[config.mk]
export PLATFORM = sky130hd
export DESIGN_NAME = fraction_arithmetic_unit
export DESIGN_NICKNAME = d
export VERILOG_FILES = /design/src/rtl/fau_pkg.sv /design/src/rtl/fau_div.sv /design/src/rtl/fau_datapath.sv /design/src/rtl/fau_ctrl.sv /design/src/rtl/fraction_arithmetic_unit.sv
export VERILOG_INCLUDE_DIRS = /design/src /design/src/rtl
export SDC_FILE = /design/constraint.sdc
export NUM_CORES = 2
export LEC_CHECK = 0
export BUFFER_PORTS_ARGS = -buffer_cell sky130_fd_sc_hd__clkbuf_2
export CAP_MARGIN = 20
export CORE_ASPECT_RATIO = 2
export CORE_MARGIN = 2
export CORE_UTILIZATION = 64
export CTS_BUF_LIST = sky130_fd_sc_hd__clkbuf_16
export CTS_CLUSTER_SIZE = 40
export DETAILED_ROUTE_END_ITERATION = 6
export GPL_ROUTABILITY_DRIVEN = 0
export PLACE_DENSITY = 0.87
export SLEW_MARGIN = 0
export SYNTH_ARGS = -nofsm -noshare
export SYNTH_HDL_FRONTEND = slang
export SYNTH_SLANG_ARGS = --single-unit
[constraint.sdc]
create_clock -name clk -period 10.1 [get_ports clk]
set_input_delay 1.515 -clock clk [delete_from_list [all_inputs] [get_ports clk]]
set_output_delay 1.515 -clock clk [all_outputs]
set_load 0.01 [all_outputs]
[src/rtl/fraction_arithmetic_unit_assert.svh]
// ----------------------------------------------------------------------------
// fraction_arithmetic_unit assertion macros
// Shared concurrent assertion forms for the fraction arithmetic unit.
// ----------------------------------------------------------------------------
`ifndef FRACTION_ARITHMETIC_UNIT_ASSERT_SVH
`define FRACTION_ARITHMETIC_UNIT_ASSERT_SVH

// Same-cycle implication, disabled during reset
`define FAU_ASSERT_IMPL(label, clk, rst_n, ante, cons) \
	label: assert property (@(posedge clk) disable iff (!rst_n) (ante) |-> (cons)) \
		else $error("fraction_arithmetic_unit: same-cycle check failed");

// Next-cycle implication, disabled during reset
`define FAU_ASSERT_NEXT(label, clk, rst_n, ante, cons) \
	label: assert property (@(posedge clk) disable iff (!rst_n) (ante) |=> (cons)) \
		else $error("fraction_arithmetic_unit: next-cycle check failed");

`endif

[src/rtl/fau_pkg.sv]
`timescale 1ns / 1ps
// ----------------------------------------------------------------------------
// fau_pkg
// Types and codes shared by the fraction arithmetic unit controller and datapath.
// ----------------------------------------------------------------------------
package fau_pkg;

	// Action codes of an input transaction
	localparam logic [1:0] ACT_REDUCE = 2'd0;
	localparam logic [1:0] ACT_ADD    = 2'd1;
	localparam logic [1:0] ACT_MUL    = 2'd2;
	localparam logic [1:0] ACT_DIV    = 2'd3;

	typedef enum logic [3:0] {
		ST_IDLE,
		ST_DECODE,
		ST_MUL2,
		ST_MUL3,
		ST_DEN,
		ST_GCD_INIT,
		ST_GCD_TEST,
		ST_GCD_DIV,
		ST_NUM_DIV,
		ST_DEN_DIV,
		ST_FINISH
	} state_t;

	// Operand pair for the shared multiplier
	typedef enum logic [1:0] {
		MUL_NA_DB,
		MUL_DA_NB,
		MUL_NA_NB,
		MUL_DA_DB
	} mul_sel_t;

	typedef enum logic [1:0] {
		N_HOLD,
		N_RAW,
		N_PROD,
		N_ADD
	} n_op_t;

	typedef enum logic [1:0] {
		D_HOLD,
		D_RAW,
		D_PROD
	} d_op_t;

	// Operand source for the shared divider
	typedef enum logic [1:0] {
		DIV_EUCLID,
		DIV_NUM,
		DIV_DEN
	} div_src_t;

	typedef struct packed {
		logic     load_in;
		logic     mul_en;
		mul_sel_t mul_sel;
		n_op_t    n_op;
		d_op_t    d_op;
		logic     gcd_init;
		logic     gcd_step;
		logic     div_start;
		div_src_t div_src;
		logic     num_ld;
		logic     den_ld;
		logic     zero_res;
		logic     out_load;
	} cmd_t;

	typedef struct packed {
		logic [1:0] action;
		logic       x_zero;
		logic       y_zero;
		logic       div_done;
	} sts_t;

endpackage

[src/rtl/fau_div.sv]
`timescale 1ns / 1ps
// ----------------------------------------------------------------------------
// fau_div
// Radix-2 restoring divider with C truncating semantics: quotient rounds
// toward zero, remainder takes the sign of the dividend. One bit per cycle.
// ----------------------------------------------------------------------------
module fau_div #(
	parameter int WIDTH = 33
) (
	input  logic                    clk,
	input  logic                    arst_n,
	input  logic                    start,
	input  logic signed [WIDTH-1:0] dividend,
	input  logic signed [WIDTH-1:0] divisor,
	output logic                    done,
	output logic signed [WIDTH-1:0] quotient,
	output logic signed [WIDTH-1:0] remainder
);

	localparam int CW = $clog2(WIDTH + 1);

	logic [WIDTH-1:0] dvd_mag;
	logic [WIDTH-1:0] dvs_mag;
	logic [WIDTH-1:0] dvs_q;
	logic [WIDTH-1:0] rem_q;
	logic [WIDTH-1:0] quo_q;
	logic             qneg_q;
	logic             rneg_q;
	logic [CW-1:0]    cnt_q;
	logic [WIDTH:0]   r_sh;
	logic [WIDTH:0]   diff;
	logic             ge;

	// Take magnitudes of the operands
	assign dvd_mag = dividend[WIDTH-1] ? (~dividend + 1'b1) : dividend;
	assign dvs_mag = divisor[WIDTH-1] ? (~divisor + 1'b1) : divisor;

	// Trial subtract of the shifted partial remainder
	assign r_sh = {rem_q, quo_q[WIDTH-1]};
	assign ge   = (r_sh >= {1'b0, dvs_q});
	assign diff = r_sh - {1'b0, dvs_q};

	// Count down the quotient bits
	always_ff @(posedge clk or negedge arst_n) begin
		if (!arst_n) begin
			cnt_q <= '0;
		end else if (start) begin
			cnt_q <= CW'(WIDTH);
		end else if (cnt_q != '0) begin
			cnt_q <= cnt_q - 1'b1;
		end
	end

	// Load operands, then shift one quotient bit per cycle
	always_ff @(posedge clk) begin
		if (start) begin
			dvs_q  <= dvs_mag;
			rem_q  <= '0;
			quo_q  <= dvd_mag;
			qneg_q <= dividend[WIDTH-1] ^ divisor[WIDTH-1];
			rneg_q <= dividend[WIDTH-1];
		end else if (cnt_q != '0) begin
			rem_q <= ge ? diff[WIDTH-1:0] : r_sh[WIDTH-1:0];
			quo_q <= {quo_q[WIDTH-2:0], ge};
		end
	end

	// Restore signs
	assign done      = (cnt_q == '0);
	assign quotient  = qneg_q ? (~quo_q + 1'b1) : quo_q;
	assign remainder = rneg_q ? (~rem_q + 1'b1) : rem_q;

endmodule

[src/rtl/fau_datapath.sv]
`timescale 1ns / 1ps
// ----------------------------------------------------------------------------
// fau_datapath
// Operand registers, shared multiplier, raw fraction, Euclid registers, shared
// divider and output register of the fraction arithmetic unit.
// ----------------------------------------------------------------------------
module fau_datapath #(
	parameter int OW = 16
) (
	input  logic                   clk,
	input  logic                   arst_n,
	input  fau_pkg::cmd_t          cmd,
	output fau_pkg::sts_t          sts,
	input  logic [1:0]             action,
	input  logic signed [OW-1:0]   num_a,
	input  logic signed [OW-1:0]   den_a,
	input  logic signed [OW-1:0]   num_b,
	input  logic signed [OW-1:0]   den_b,
	output logic signed [2*OW:0]   result_num,
	output logic signed [2*OW-1:0] result_den,
	output logic                   zero_den
);

	localparam int PW = 2 * OW;
	localparam int NW = 2 * OW + 1;

	logic [1:0]           act_q;
	logic signed [OW-1:0] na_q;
	logic signed [OW-1:0] da_q;
	logic signed [OW-1:0] nb_q;
	logic signed [OW-1:0] db_q;
	logic signed [OW-1:0] ma;
	logic signed [OW-1:0] mb;
	logic signed [PW-1:0] prod;
	logic signed [PW-1:0] prod_q;
	logic signed [NW-1:0] prod_ext;
	logic signed [NW-1:0] n_q;
	logic signed [NW-1:0] d_q;
	logic signed [NW-1:0] x_q;
	logic signed [NW-1:0] y_q;
	logic signed [NW-1:0] rn_q;
	logic signed [NW-1:0] rd_q;
	logic signed [NW-1:0] div_dvd;
	logic signed [NW-1:0] div_dvs;
	logic signed [NW-1:0] div_quo;
	logic signed [NW-1:0] div_rem;
	logic                 div_done;
	logic signed [NW-1:0] result_num_q;
	logic signed [PW-1:0] result_den_q;
	logic                 zero_den_q;

	// Capture the input transaction
	always_ff @(posedge clk) begin
		if (cmd.load_in) begin
			act_q <= action;
			na_q  <= num_a;
			da_q  <= den_a;
			nb_q  <= num_b;
			db_q  <= den_b;
		end
	end

	// Select multiplier operands
	always_comb begin
		case (cmd.mul_sel)
			fau_pkg::MUL_NA_DB: begin ma = na_q; mb = db_q; end
			fau_pkg::MUL_DA_NB: begin ma = da_q; mb = nb_q; end
			fau_pkg::MUL_NA_NB: begin ma = na_q; mb = nb_q; end
			fau_pkg::MUL_DA_DB: begin ma = da_q; mb = db_q; end
			default:            begin ma = na_q; mb = db_q; end
		endcase
	end

	assign prod     = ma * mb;
	assign prod_ext = {{(NW-PW){prod_q[PW-1]}}, prod_q};

	// Register the product
	always_ff @(posedge clk) begin
		if (cmd.mul_en) begin
			prod_q <= prod;
		end
	end

	// Build the raw numerator and denominator
	always_ff @(posedge clk) begin
		case (cmd.n_op)
			fau_pkg::N_RAW:  n_q <= {{(NW-OW){na_q[OW-1]}}, na_q};
			fau_pkg::N_PROD: n_q <= prod_ext;
			fau_pkg::N_ADD:  n_q <= n_q + prod_ext;
			default:         n_q <= n_q;
		endcase
		case (cmd.d_op)
			fau_pkg::D_RAW:  d_q <= {{(NW-OW){da_q[OW-1]}}, da_q};
			fau_pkg::D_PROD: d_q <= prod_ext;
			default:         d_q <= d_q;
		endcase
	end

	// Advance the Euclid pair
	always_ff @(posedge clk) begin
		if (cmd.gcd_init) begin
			x_q <= n_q;
			y_q <= d_q;
		end else if (cmd.gcd_step) begin
			x_q <= y_q;
			y_q <= div_rem;
		end
	end

	// Select divider operands; x holds the gcd once y is zero
	always_comb begin
		case (cmd.div_src)
			fau_pkg::DIV_EUCLID: begin div_dvd = x_q; div_dvs = y_q; end
			fau_pkg::DIV_NUM:    begin div_dvd = n_q; div_dvs = x_q; end
			fau_pkg::DIV_DEN:    begin div_dvd = d_q; div_dvs = x_q; end
			default:             begin div_dvd = x_q; div_dvs = y_q; end
		endcase
	end

	fau_div #(
		.WIDTH (NW)
	) u_div (
		.clk       (clk),
		.arst_n    (arst_n),
		.start     (cmd.div_start),
		.dividend  (div_dvd),
		.divisor   (div_dvs),
		.done      (div_done),
		.quotient  (div_quo),
		.remainder (div_rem)
	);

	// Hold the reduced fraction
	always_ff @(posedge clk) begin
		if (cmd.zero_res) begin
			rn_q <= '0;
			rd_q <= '0;
		end else begin
			if (cmd.num_ld) begin
				rn_q <= div_quo;
			end
			if (cmd.den_ld) begin
				rd_q <= div_quo;
			end
		end
	end

	// Output register
	always_ff @(posedge clk) begin
		if (cmd.out_load) begin
			result_num_q <= rn_q;
			result_den_q <= rd_q[PW-1:0];
			zero_den_q   <= (rd_q == '0);
		end
	end

	assign result_num = result_num_q;
	assign result_den = result_den_q;
	assign zero_den   = zero_den_q;

	assign sts.action   = act_q;
	assign sts.x_zero   = (x_q == '0);
	assign sts.y_zero   = (y_q == '0);
	assign sts.div_done = div_done;

endmodule

[src/rtl/fau_ctrl.sv]
`timescale 1ns / 1ps
// ----------------------------------------------------------------------------
// fau_ctrl
// Sequencer of the fraction arithmetic unit: products, Euclid loop, final
// exact divisions and the output handshake.
// ----------------------------------------------------------------------------
`include "fraction_arithmetic_unit_assert.svh"

module fau_ctrl (
	input  logic           clk,
	input  logic           arst_n,
	input  logic           in_valid,
	output logic           in_ready,
	output logic           out_valid,
	input  logic           out_ready,
	input  fau_pkg::sts_t  sts,
	output fau_pkg::cmd_t  cmd
);

	fau_pkg::state_t state_q;
	fau_pkg::state_t state_d;
	logic            out_valid_q;

	// State register
	always_ff @(posedge clk or negedge arst_n) begin
		if (!arst_n) begin
			state_q <= fau_pkg::ST_IDLE;
		end else begin
			state_q <= state_d;
		end
	end

	// Hold the result valid until the transaction is taken
	always_ff @(posedge clk or negedge arst_n) begin
		if (!arst_n) begin
			out_valid_q <= 1'b0;
		end else if (cmd.out_load) begin
			out_valid_q <= 1'b1;
		end else if (out_ready) begin
			out_valid_q <= 1'b0;
		end
	end

	assign in_ready  = (state_q == fau_pkg::ST_IDLE);
	assign out_valid = out_valid_q;

	// Next state and commands
	always_comb begin
		state_d = state_q;
		cmd     = '0;
		case (state_q)
			fau_pkg::ST_IDLE: begin
				if (in_valid) begin
					cmd.load_in = 1'b1;
					state_d     = fau_pkg::ST_DECODE;
				end
			end
			fau_pkg::ST_DECODE: begin
				if (sts.action == fau_pkg::ACT_REDUCE) begin
					cmd.n_op = fau_pkg::N_RAW;
					cmd.d_op = fau_pkg::D_RAW;
					state_d  = fau_pkg::ST_GCD_INIT;
				end else begin
					cmd.mul_en  = 1'b1;
					cmd.mul_sel = (sts.action == fau_pkg::ACT_MUL) ?
						fau_pkg::MUL_NA_NB : fau_pkg::MUL_NA_DB;
					state_d     = fau_pkg::ST_MUL2;
				end
			end
			fau_pkg::ST_MUL2: begin
				cmd.n_op    = fau_pkg::N_PROD;
				cmd.mul_en  = 1'b1;
				cmd.mul_sel = (sts.action == fau_pkg::ACT_MUL) ?
					fau_pkg::MUL_DA_DB : fau_pkg::MUL_DA_NB;
				state_d     = (sts.action == fau_pkg::ACT_ADD) ?
					fau_pkg::ST_MUL3 : fau_pkg::ST_DEN;
			end
			fau_pkg::ST_MUL3: begin
				cmd.n_op    = fau_pkg::N_ADD;
				cmd.mul_en  = 1'b1;
				cmd.mul_sel = fau_pkg::MUL_DA_DB;
				state_d     = fau_pkg::ST_DEN;
			end
			fau_pkg::ST_DEN: begin
				cmd.d_op = fau_pkg::D_PROD;
				state_d  = fau_pkg::ST_GCD_INIT;
			end
			fau_pkg::ST_GCD_INIT: begin
				cmd.gcd_init = 1'b1;
				state_d      = fau_pkg::ST_GCD_TEST;
			end
			fau_pkg::ST_GCD_TEST: begin
				if (!sts.y_zero) begin
					cmd.div_start = 1'b1;
					cmd.div_src   = fau_pkg::DIV_EUCLID;
					state_d       = fau_pkg::ST_GCD_DIV;
				end else if (sts.x_zero) begin
					// zero over zero: no gcd, result is 0/0
					cmd.zero_res = 1'b1;
					state_d      = fau_pkg::ST_FINISH;
				end else begin
					cmd.div_start = 1'b1;
					cmd.div_src   = fau_pkg::DIV_NUM;
					state_d       = fau_pkg::ST_NUM_DIV;
				end
			end
			fau_pkg::ST_GCD_DIV: begin
				cmd.div_src = fau_pkg::DIV_EUCLID;
				if (sts.div_done) begin
					cmd.gcd_step = 1'b1;
					state_d      = fau_pkg::ST_GCD_TEST;
				end
			end
			fau_pkg::ST_NUM_DIV: begin
				cmd.div_src = fau_pkg::DIV_NUM;
				if (sts.div_done) begin
					cmd.num_ld    = 1'b1;
					cmd.div_start = 1'b1;
					cmd.div_src   = fau_pkg::DIV_DEN;
					state_d       = fau_pkg::ST_DEN_DIV;
				end
			end
			fau_pkg::ST_DEN_DIV: begin
				cmd.div_src = fau_pkg::DIV_DEN;
				if (sts.div_done) begin
					cmd.den_ld = 1'b1;
					state_d    = fau_pkg::ST_FINISH;
				end
			end
			fau_pkg::ST_FINISH: begin
				if (!out_valid_q || out_ready) begin
					cmd.out_load = 1'b1;
					state_d      = fau_pkg::ST_IDLE;
				end
			end
			default: begin
				state_d = fau_pkg::ST_IDLE;
			end
		endcase
	end

	// An accepted transaction always starts decoding
	`FAU_ASSERT_NEXT(a_accept_decode, clk, arst_n, in_valid && in_ready, state_q == fau_pkg::ST_DECODE)
	// Never overwrite a result that is still waiting
	`FAU_ASSERT_IMPL(a_no_overwrite, clk, arst_n, cmd.out_load, !out_valid_q || out_ready)
	// Divider is busy right after a start
	`FAU_ASSERT_NEXT(a_div_busy, clk, arst_n, cmd.div_start, !sts.div_done)

endmodule

[src/rtl/fraction_arithmetic_unit.sv]
// Sequence: form the raw fraction and load the Euclid pair, then one divider run
// per Euclid remainder step, a final zero test and the two final divisions (none
// for zero over zero), then the output load. The divider is NW = 2*OPERAND_WIDTH + 1
// bits wide (33 for 16-bit operands).
// Throughput: one transaction at a time; the next is taken the cycle after the result loads.
// Reset: arst_n clears the sequencer, the divider count and the output valid.
`timescale 1ns / 1ps
// ----------------------------------------------------------------------------
// fraction_arithmetic_unit
// Reduces, adds, multiplies or divides two signed fractions and reduces the
// result by its Euclid gcd with truncating remainders.
// ----------------------------------------------------------------------------
module fraction_arithmetic_unit #(
	parameter int OPERAND_WIDTH = 16
) (
	input  logic                              clk,
	input  logic                              arst_n,
	input  logic                              in_valid,
	output logic                              in_ready,
	input  logic [1:0]                        action,
	input  logic signed [OPERAND_WIDTH-1:0]   num_a,
	input  logic signed [OPERAND_WIDTH-1:0]   den_a,
	input  logic signed [OPERAND_WIDTH-1:0]   num_b,
	input  logic signed [OPERAND_WIDTH-1:0]   den_b,
	output logic                              out_valid,
	input  logic                              out_ready,
	output logic signed [2*OPERAND_WIDTH:0]   result_num,
	output logic signed [2*OPERAND_WIDTH-1:0] result_den,
	output logic                              zero_den
);

	fau_pkg::cmd_t cmd;
	fau_pkg::sts_t sts;

	// Sequencer
	fau_ctrl u_ctrl (
		.clk       (clk),
		.arst_n    (arst_n),
		.in_valid  (in_valid),
		.in_ready  (in_ready),
		.out_valid (out_valid),
		.out_ready (out_ready),
		.sts       (sts),
		.cmd       (cmd)
	);

	// Arithmetic
	fau_datapath #(
		.OW (OPERAND_WIDTH)
	) u_datapath (
		.clk        (clk),
		.arst_n     (arst_n),
		.cmd        (cmd),
		.sts        (sts),
		.action     (action),
		.num_a      (num_a),
		.den_a      (den_a),
		.num_b      (num_b),
		.den_b      (den_b),
		.result_num (result_num),
		.result_den (result_den),
		.zero_den   (zero_den)
	);

endmodule
=== After elaboration in Yosys (flattened, before gate mapping) ===
Cells that the tools add are included.

* Word-level logic and storage cells: 140
* Output and inout port bits: 68
* Input port bits: 70
* Register bits after elaboration: 474

* Magnitude comparators: 1
* Multipliers: 1
* Add/subtract/negate cells: 7
* Bitwise logic cells: 5
* Reductions and logical operators: 21
* Equal/unequal tests: 27
* Mux-type cells: 54

{| class="wikitable"
|+ Operator list
! cell !! count
|-
| 2-to-1 mux 33 bit || 11
|-
| adder 33 x 1 -> 33 bit (second input constant) || 4
|-
| inverter 33 bit || 4
|-
| one-hot mux 33 bit (2 select lines) || 2
|-
| logical NOT 33 bit || 3
|-
| one-hot mux 33 bit (3 select lines) || 1
|-
| one-hot mux 16 bit (2 select lines) || 2
|-
| one-hot mux 4 bit (11 select lines) || 1
|-
| greater-or-equal comparator 34 x 33 -> 1 bit || 1
|-
| adder 33 x 32 -> 33 bit || 1
|-
| subtractor 33 bit || 1
|-
| multiplier 16 x 16 -> 32 bit || 1
|-
| 2-to-1 mux 32 bit || 1
|-
| 2-to-1 mux 4 bit || 7
|-
| 2-to-1 mux 3 bit || 6
|-
| == test 4 x 3 -> 1 bit (second input constant) || 4
|-
| one-hot mux 5 bit (3 select lines) || 1
|-
| == test 2 bit (second input constant) || 7
|-
| 2-to-1 mux 1 bit || 14
|-
| == test 4 bit (second input constant) || 3
|-
| 2-to-1 mux 6 bit || 2
|-
| == test 2 x 1 -> 1 bit (second input constant) || 5
|-
| OR reduction 2 bit || 5
|-
| == test 4 x 2 -> 1 bit (second input constant) || 2
|-
| other kinds (18) || 27
|}

=== Depth between registers and ports, before layout ===
* Word-level depth: 10
* Gate-level depth with buffers: 31
* Mapped depth without buffers: 28

=== Hierarchy ===
A second synthesis with hierarchy kept.

* Cells, all modules: 3,432
* Area total of the unflattened synthesis: 35,148.7 um^2

{| class="wikitable"
|+ Modules (own cells, without submodules)
! module !! instances !! cells an instance !! area each (um^2)
|-
| fau_datapath || 1 || 2,314 || 25,879.8
|-
| fau_div || 1 || 1,034 || 8,632.0
|-
| fau_ctrl || 1 || 84 || 636.9
|}

=== Worst setup path before layout ===
OpenSTA, ideal clock, no wires.

* Path type: flip-flop to flip-flop
* From: register u_ctrl.state_q[0]
* To: register u_datapath.prod_q[31] (data pin)
* Arrival time: 7.668 ns
* Data required time: 9.832 ns
* Cell stages (with the launch flop): 30
* Setup time: 0.268 ns
* Setup slack: 2.164 ns
* Path buffers: 3
* Cell sequence: dfrtp_1 -> clkbuf_1 -> inv_1 -> nand2_1 -> mux2i_1 -> nand2_1 -> buf_1 -> mux2i_1 -> clkbuf_1 -> nor2_1 -> fa_1 -> inv_1 -> fa_1 -> fa_1 -> inv_1 -> fa_1 -> fa_1 -> inv_1 -> fa_1 -> inv_1 -> ha_1 -> and4_1 -> and2_1 -> a31oi_1 -> nand4_1 -> a221oi_1 -> a21oi_1 -> a41o_1 -> o41ai_1 -> xnor2_1

* Word-level cells in the longest chain between the ends: 6

{| class="wikitable"
|+ Ends and longest elaborated chain
! item !! line !! text
|-
| from (decl) || fau_ctrl.sv:20 || <nowiki>fau_pkg::state_t state_q;</nowiki>
|-
| from (signal assigned) || fau_ctrl.sv:27 || <nowiki>state_q <= fau_pkg::ST_IDLE;</nowiki>
|-
| from (signal assigned) || fau_ctrl.sv:29 || <nowiki>state_q <= state_d;</nowiki>
|-
| == test 4 x 2 -> 1 bit or == test 4 x 1 -> 1 bit (tied branches) || fau_ctrl.sv:51 || <nowiki>case (state_q)</nowiki>
|-
| one-hot mux 5 bit (3 select lines) (*) || fau_ctrl.sv:51 ||
|-
| == test 2 x 1 -> 1 bit (tied with other cells) || fau_datapath.sv:65 || <nowiki>case (cmd.mul_sel)</nowiki>
|-
| OR reduction 2 bit (no source line) || n/a ||
|-
| one-hot mux 16 bit (2 select lines) || fau_datapath.sv:65 ||
|-
| multiplier 16 x 16 -> 32 bit (*) || fau_datapath.sv:74 || <nowiki>assign prod = ma * mb;</nowiki>
|-
| via u_datapath.prod[31] || fau_datapath.sv:34 || <nowiki>logic signed [PW-1:0] prod;</nowiki>
|-
| to (signal assigned) || fau_datapath.sv:80 || <nowiki>prod_q <= prod;</nowiki>
|-
| to (decl) || fau_datapath.sv:35 || <nowiki>logic signed [PW-1:0] prod_q;</nowiki>
|}

Mark *: on every way through the listed nets, which the timed path passes. The rest lies on a longest branch.
A chain may end at the register's enable or synchronous reset.

=== Final worst setup path ===
* From: register u_ctrl.state_q[1]
* To: register u_datapath.prod_q[31] (data pin)

Same word-level chain as after synthesis.

==> metrics.md <==
| Metric | Value |
|---|---|
| Count leader, synth | nand2_1 |
| Skew-Pair Late Insertion Delay | around 0.59 ns |
| Max frequency | 0.110 GHz |
| Routed met2 length | 51800 µm |
| Mean Syn Cell Area | 9.80 µm² |
| Pin count of the biggest net entering global routing | 96 |
| Crit path DAT | roughly 9.4 ns |
| Hold crit path type | flop to flop |
| Vias/cell | 6.44 |
| First-pass GRT wire length | approximately 160000 µm |
| Fin. max-slew vios | 0 |
| Met1 wire length | 29500 µm |
| Clock skew | roughly 0.016 ns |
| DRC Markers | 0 |
| Final Hold Fails | 0 |
| Outcome | finished, final reports clean |
| Initial Util | 64.7% |
| Predominant post-synthesis flop cell | edfxtp_1 |
| PostCTS Resize Cnt | 0 |
| Site Rows | 120 |
| Post-DP HPWL | 76800 µm |
| Final setup TNS | 0 ns |
| Post CTS Setup Buffer Count | 0 |
| Highest Signal Layer | met5 |
| Filler Cells Inserted | around 3800 |
| WL final | between 100000 and 150000 µm |
| Synthesized cell area | 0.0347 mm² |
| Relative max-transition margin | 24.2% |
| Number of port buffers | around 140 |
| Main area contributors after synthesis | edfxtp_1 31%, fa_1 15%, dfxtp_1 5.7% |
| DR pass1 iterations | 7 |
| Critical path type | flop to flop |
| Die area | between 0.05 and 0.06 mm² |
| Cells after synthesis | 3540 |
| Share of the yosys chip area belonging to registers | 37.9% |
| Post-synth EDFFs | 363 |
| Most frequent cells after synthesis | 498 x nand2_1, 378 x inv_1, 363 x edfxtp_1 |
| RSZ-0062 raised after global routing | false |
| Total CTS buffers | 42 |
| Startpoint types | flop |
| 1st-iter DRT viols | 2478 |
| Final setup vio count | 0 |
| Tot GR Track Use | 36.4% |
| Final core utilization | 70.1% |
| Post-synth top area cell | edfxtp_1 |
| Ports | 138 |
| Via count | 28000 |
| Min Hold Slack | about 0.43 ns |
| Synth cell types | 85 |
| H-tree levels | 2 |
| Top cell type's share of synthesized area | roughly a third |
| Hold-fix buffers at CTS | 0 |
| Post-Syn Nets | just over 4000 |
| Setup crit end kind | flop |
| CTS tree | yes |
| Worst-case clock buffer depth | 3 |
| Async SR Flop Fraction | 2.33% |
| WL per Instance | around 23 µm |
| Final #Nets | ~4100 |
| Post-route ant nets | 0 |
| Seq cells post-synth | 473 |
| Share of cells above drive strength 1 | 9.51% |
| CTS sink count | 473 |
| Required time worst endpoint | about 10 ns |
| Grt ovf | 0 |
| Critical path fanouts, max | 23 |
| Core area | 0.0536 mm² |
| Area Overhead vs Synth | 8.32% |
| Tmin final | 9.07 ns |
| Final worst path period share | 89.8% |
| Die H | 333 µm |
| Max-cap violation count | 0 |
| Die X-Extent | 169 µm |
| Worst-Margin Slew | 1.14 ns |
| Initial antenna violation count | 3 |
| Vias in the first global route | between 20000 and 30000 |
| Register clock-pin slew on the reported worst setup and hold paths | about 0.070 ns |
| Syn. warnings | 0 |
| Met3 WL | 7340 µm |
| Clk Tree Root Cell | clkbuf_16 |
-- worst max-delay path, stage by stage, from the launching register on --
cell      delay [ns]
dfrtp_1         0.37
buf_4           0.21
nand2_1         0.23
mux2i_1         0.12
nand2_1         0.46
buf_4           0.38
mux2i_1         0.93
nor2_1          0.12
fa_1            0.52
inv_1           0.05
fa_1            0.48
inv_1           0.07
fa_1            0.52
fa_1            0.53
fa_1            0.55
inv_1           0.06
fa_1            0.52
inv_1           0.04
ha_1            0.36
and4_1          0.21
and2_1          0.19
a31oi_1         0.19
nand4_1         0.31
a221oi_1        0.44
a21oi_1         0.17
a41o_1          0.29
o41ai_1         0.33
xnor2_1         0.13
-- registers in the layout, indices dropped and copies added, names as in the netlist --
register                 flops
u_datapath.act_q             2
u_datapath.d_q              32
u_datapath.u_div.dvs_q      33
u_datapath.u_div.rem_q      33
u_datapath.zero_den          1
u_datapath.u_div.cnt_q       6
u_datapath.result_num       33
u_datapath.u_div.qneg_q      1
u_datapath.prod_q           32
u_ctrl.state_q               4
u_datapath.n_q              33
u_datapath.na_q             16
u_datapath.rd_q             33
u_datapath.rn_q             33
u_datapath.x_q              33
u_datapath.u_div.quo_q      33
u_datapath.y_q              33
u_datapath.result_den       32
u_datapath.nb_q             16
u_ctrl.out_valid             1
u_datapath.db_q             16
u_datapath.da_q             16
u_datapath.u_div.rneg_q      1
-- cell families after synthesis --
group | count (synthesis) | synth area share (%)
buffers and inverters | 525 | 5.83
flip-flops | 473 | 37.9
multiplexers | 100 | 3.00
AO/OA/AOI/OAI | 706 | 13.1
AND/OR/NAND/NOR | 1115 | 14.2
adder cells (fa/ha/maj) | 419 | 20.8
XOR/XNOR | 202 | 5.10
-- routing by layer --
| metal | up-vias | global-route usage, % |
|---|---|---|
| met4 | 2 | 34.2 |
| met2 | 1629 | 65.7 |
| li1 | 12400 | - |
| met3 | 583 | 6.49 |
| met5 | - | 0 |
| met1 | 13400 | 33.9 |
-- path summary, 6_finish.rpt --
path | startpoint | endpoint | slack (ns) | depth (start not counted)
worst min register to register | u_datapath.rn_q[12] | u_datapath.result_num[12] | 0.43 | 0
worst max register to register | u_ctrl.state_q[1] | u_datapath.prod_q[31] | 1.03 | 27
min in group asynchronous | arst_n | u_ctrl.out_valid | 0.82 | 1
max in group asynchronous | arst_n | u_datapath.u_div.cnt_q[0] | 9.00 | 1
worst min-delay path | u_datapath.rn_q[12] | u_datapath.result_num[12] | 0.43 | 0
worst max-delay path | u_ctrl.state_q[1] | u_datapath.prod_q[31] | 1.03 | 27
-- stage by stage --
step / instances / cell area [µm²] / setup slack (ns)
CTS: 4336 / 37500 / 1.35
floorplan: 3540 / 34700 / 2.16
finish: 4342 / 37600 / 1.03
global placement: 4258 / 36100 / 1.57
global route: 4342 / 37600 / 0.744
detailed placement: 4259 / 36100 / 1.35
-- cell type report --
cell class / instances / area, µm² / share of cell area, %
multi-input cells: 2542 / 19600 / 52.1
flip-flops and latches: 473 / 13200 / 35.0
inverters: 378 / 1420 / 3.78
repair buffers: 199 / 1150 / 3.06
clock buffers: 44 / 1100 / 2.93
well taps: 671 / 840 / 2.23
clock inverters: 33 / 318 / 0.846
diodes: 2 / 5.00 / 0.0133
-- layout by cell type (no fill, tap or decap), drive strengths merged, types with 20 or more instances in the layout --
cell,netlist,routed
nand4,20,20
clkbuf,118,182
nor2,319,319
a22oi,22,22
nor4,27,27
a221o,24,24
nand2,498,498
edfxtp,363,363
a21oi,132,132
nor2b,25,25
o31ai,27,27
dfxtp,99,99
a211oi,83,83
or3,24,24
nand3,35,35
o21ai,229,229
inv,378,390
buf,29,61
nor3,54,54
xor2,107,107
mux2i,68,68
ha,155,155
xnor2,95,95
fa,264,264
nand2b,31,31
a21o,36,36
a31oi,34,34
mux2,32,32
Power is left out: the tool's default activity adds up to more than one toggle a clock period on the data nets, which glitch-free logic cannot reach.
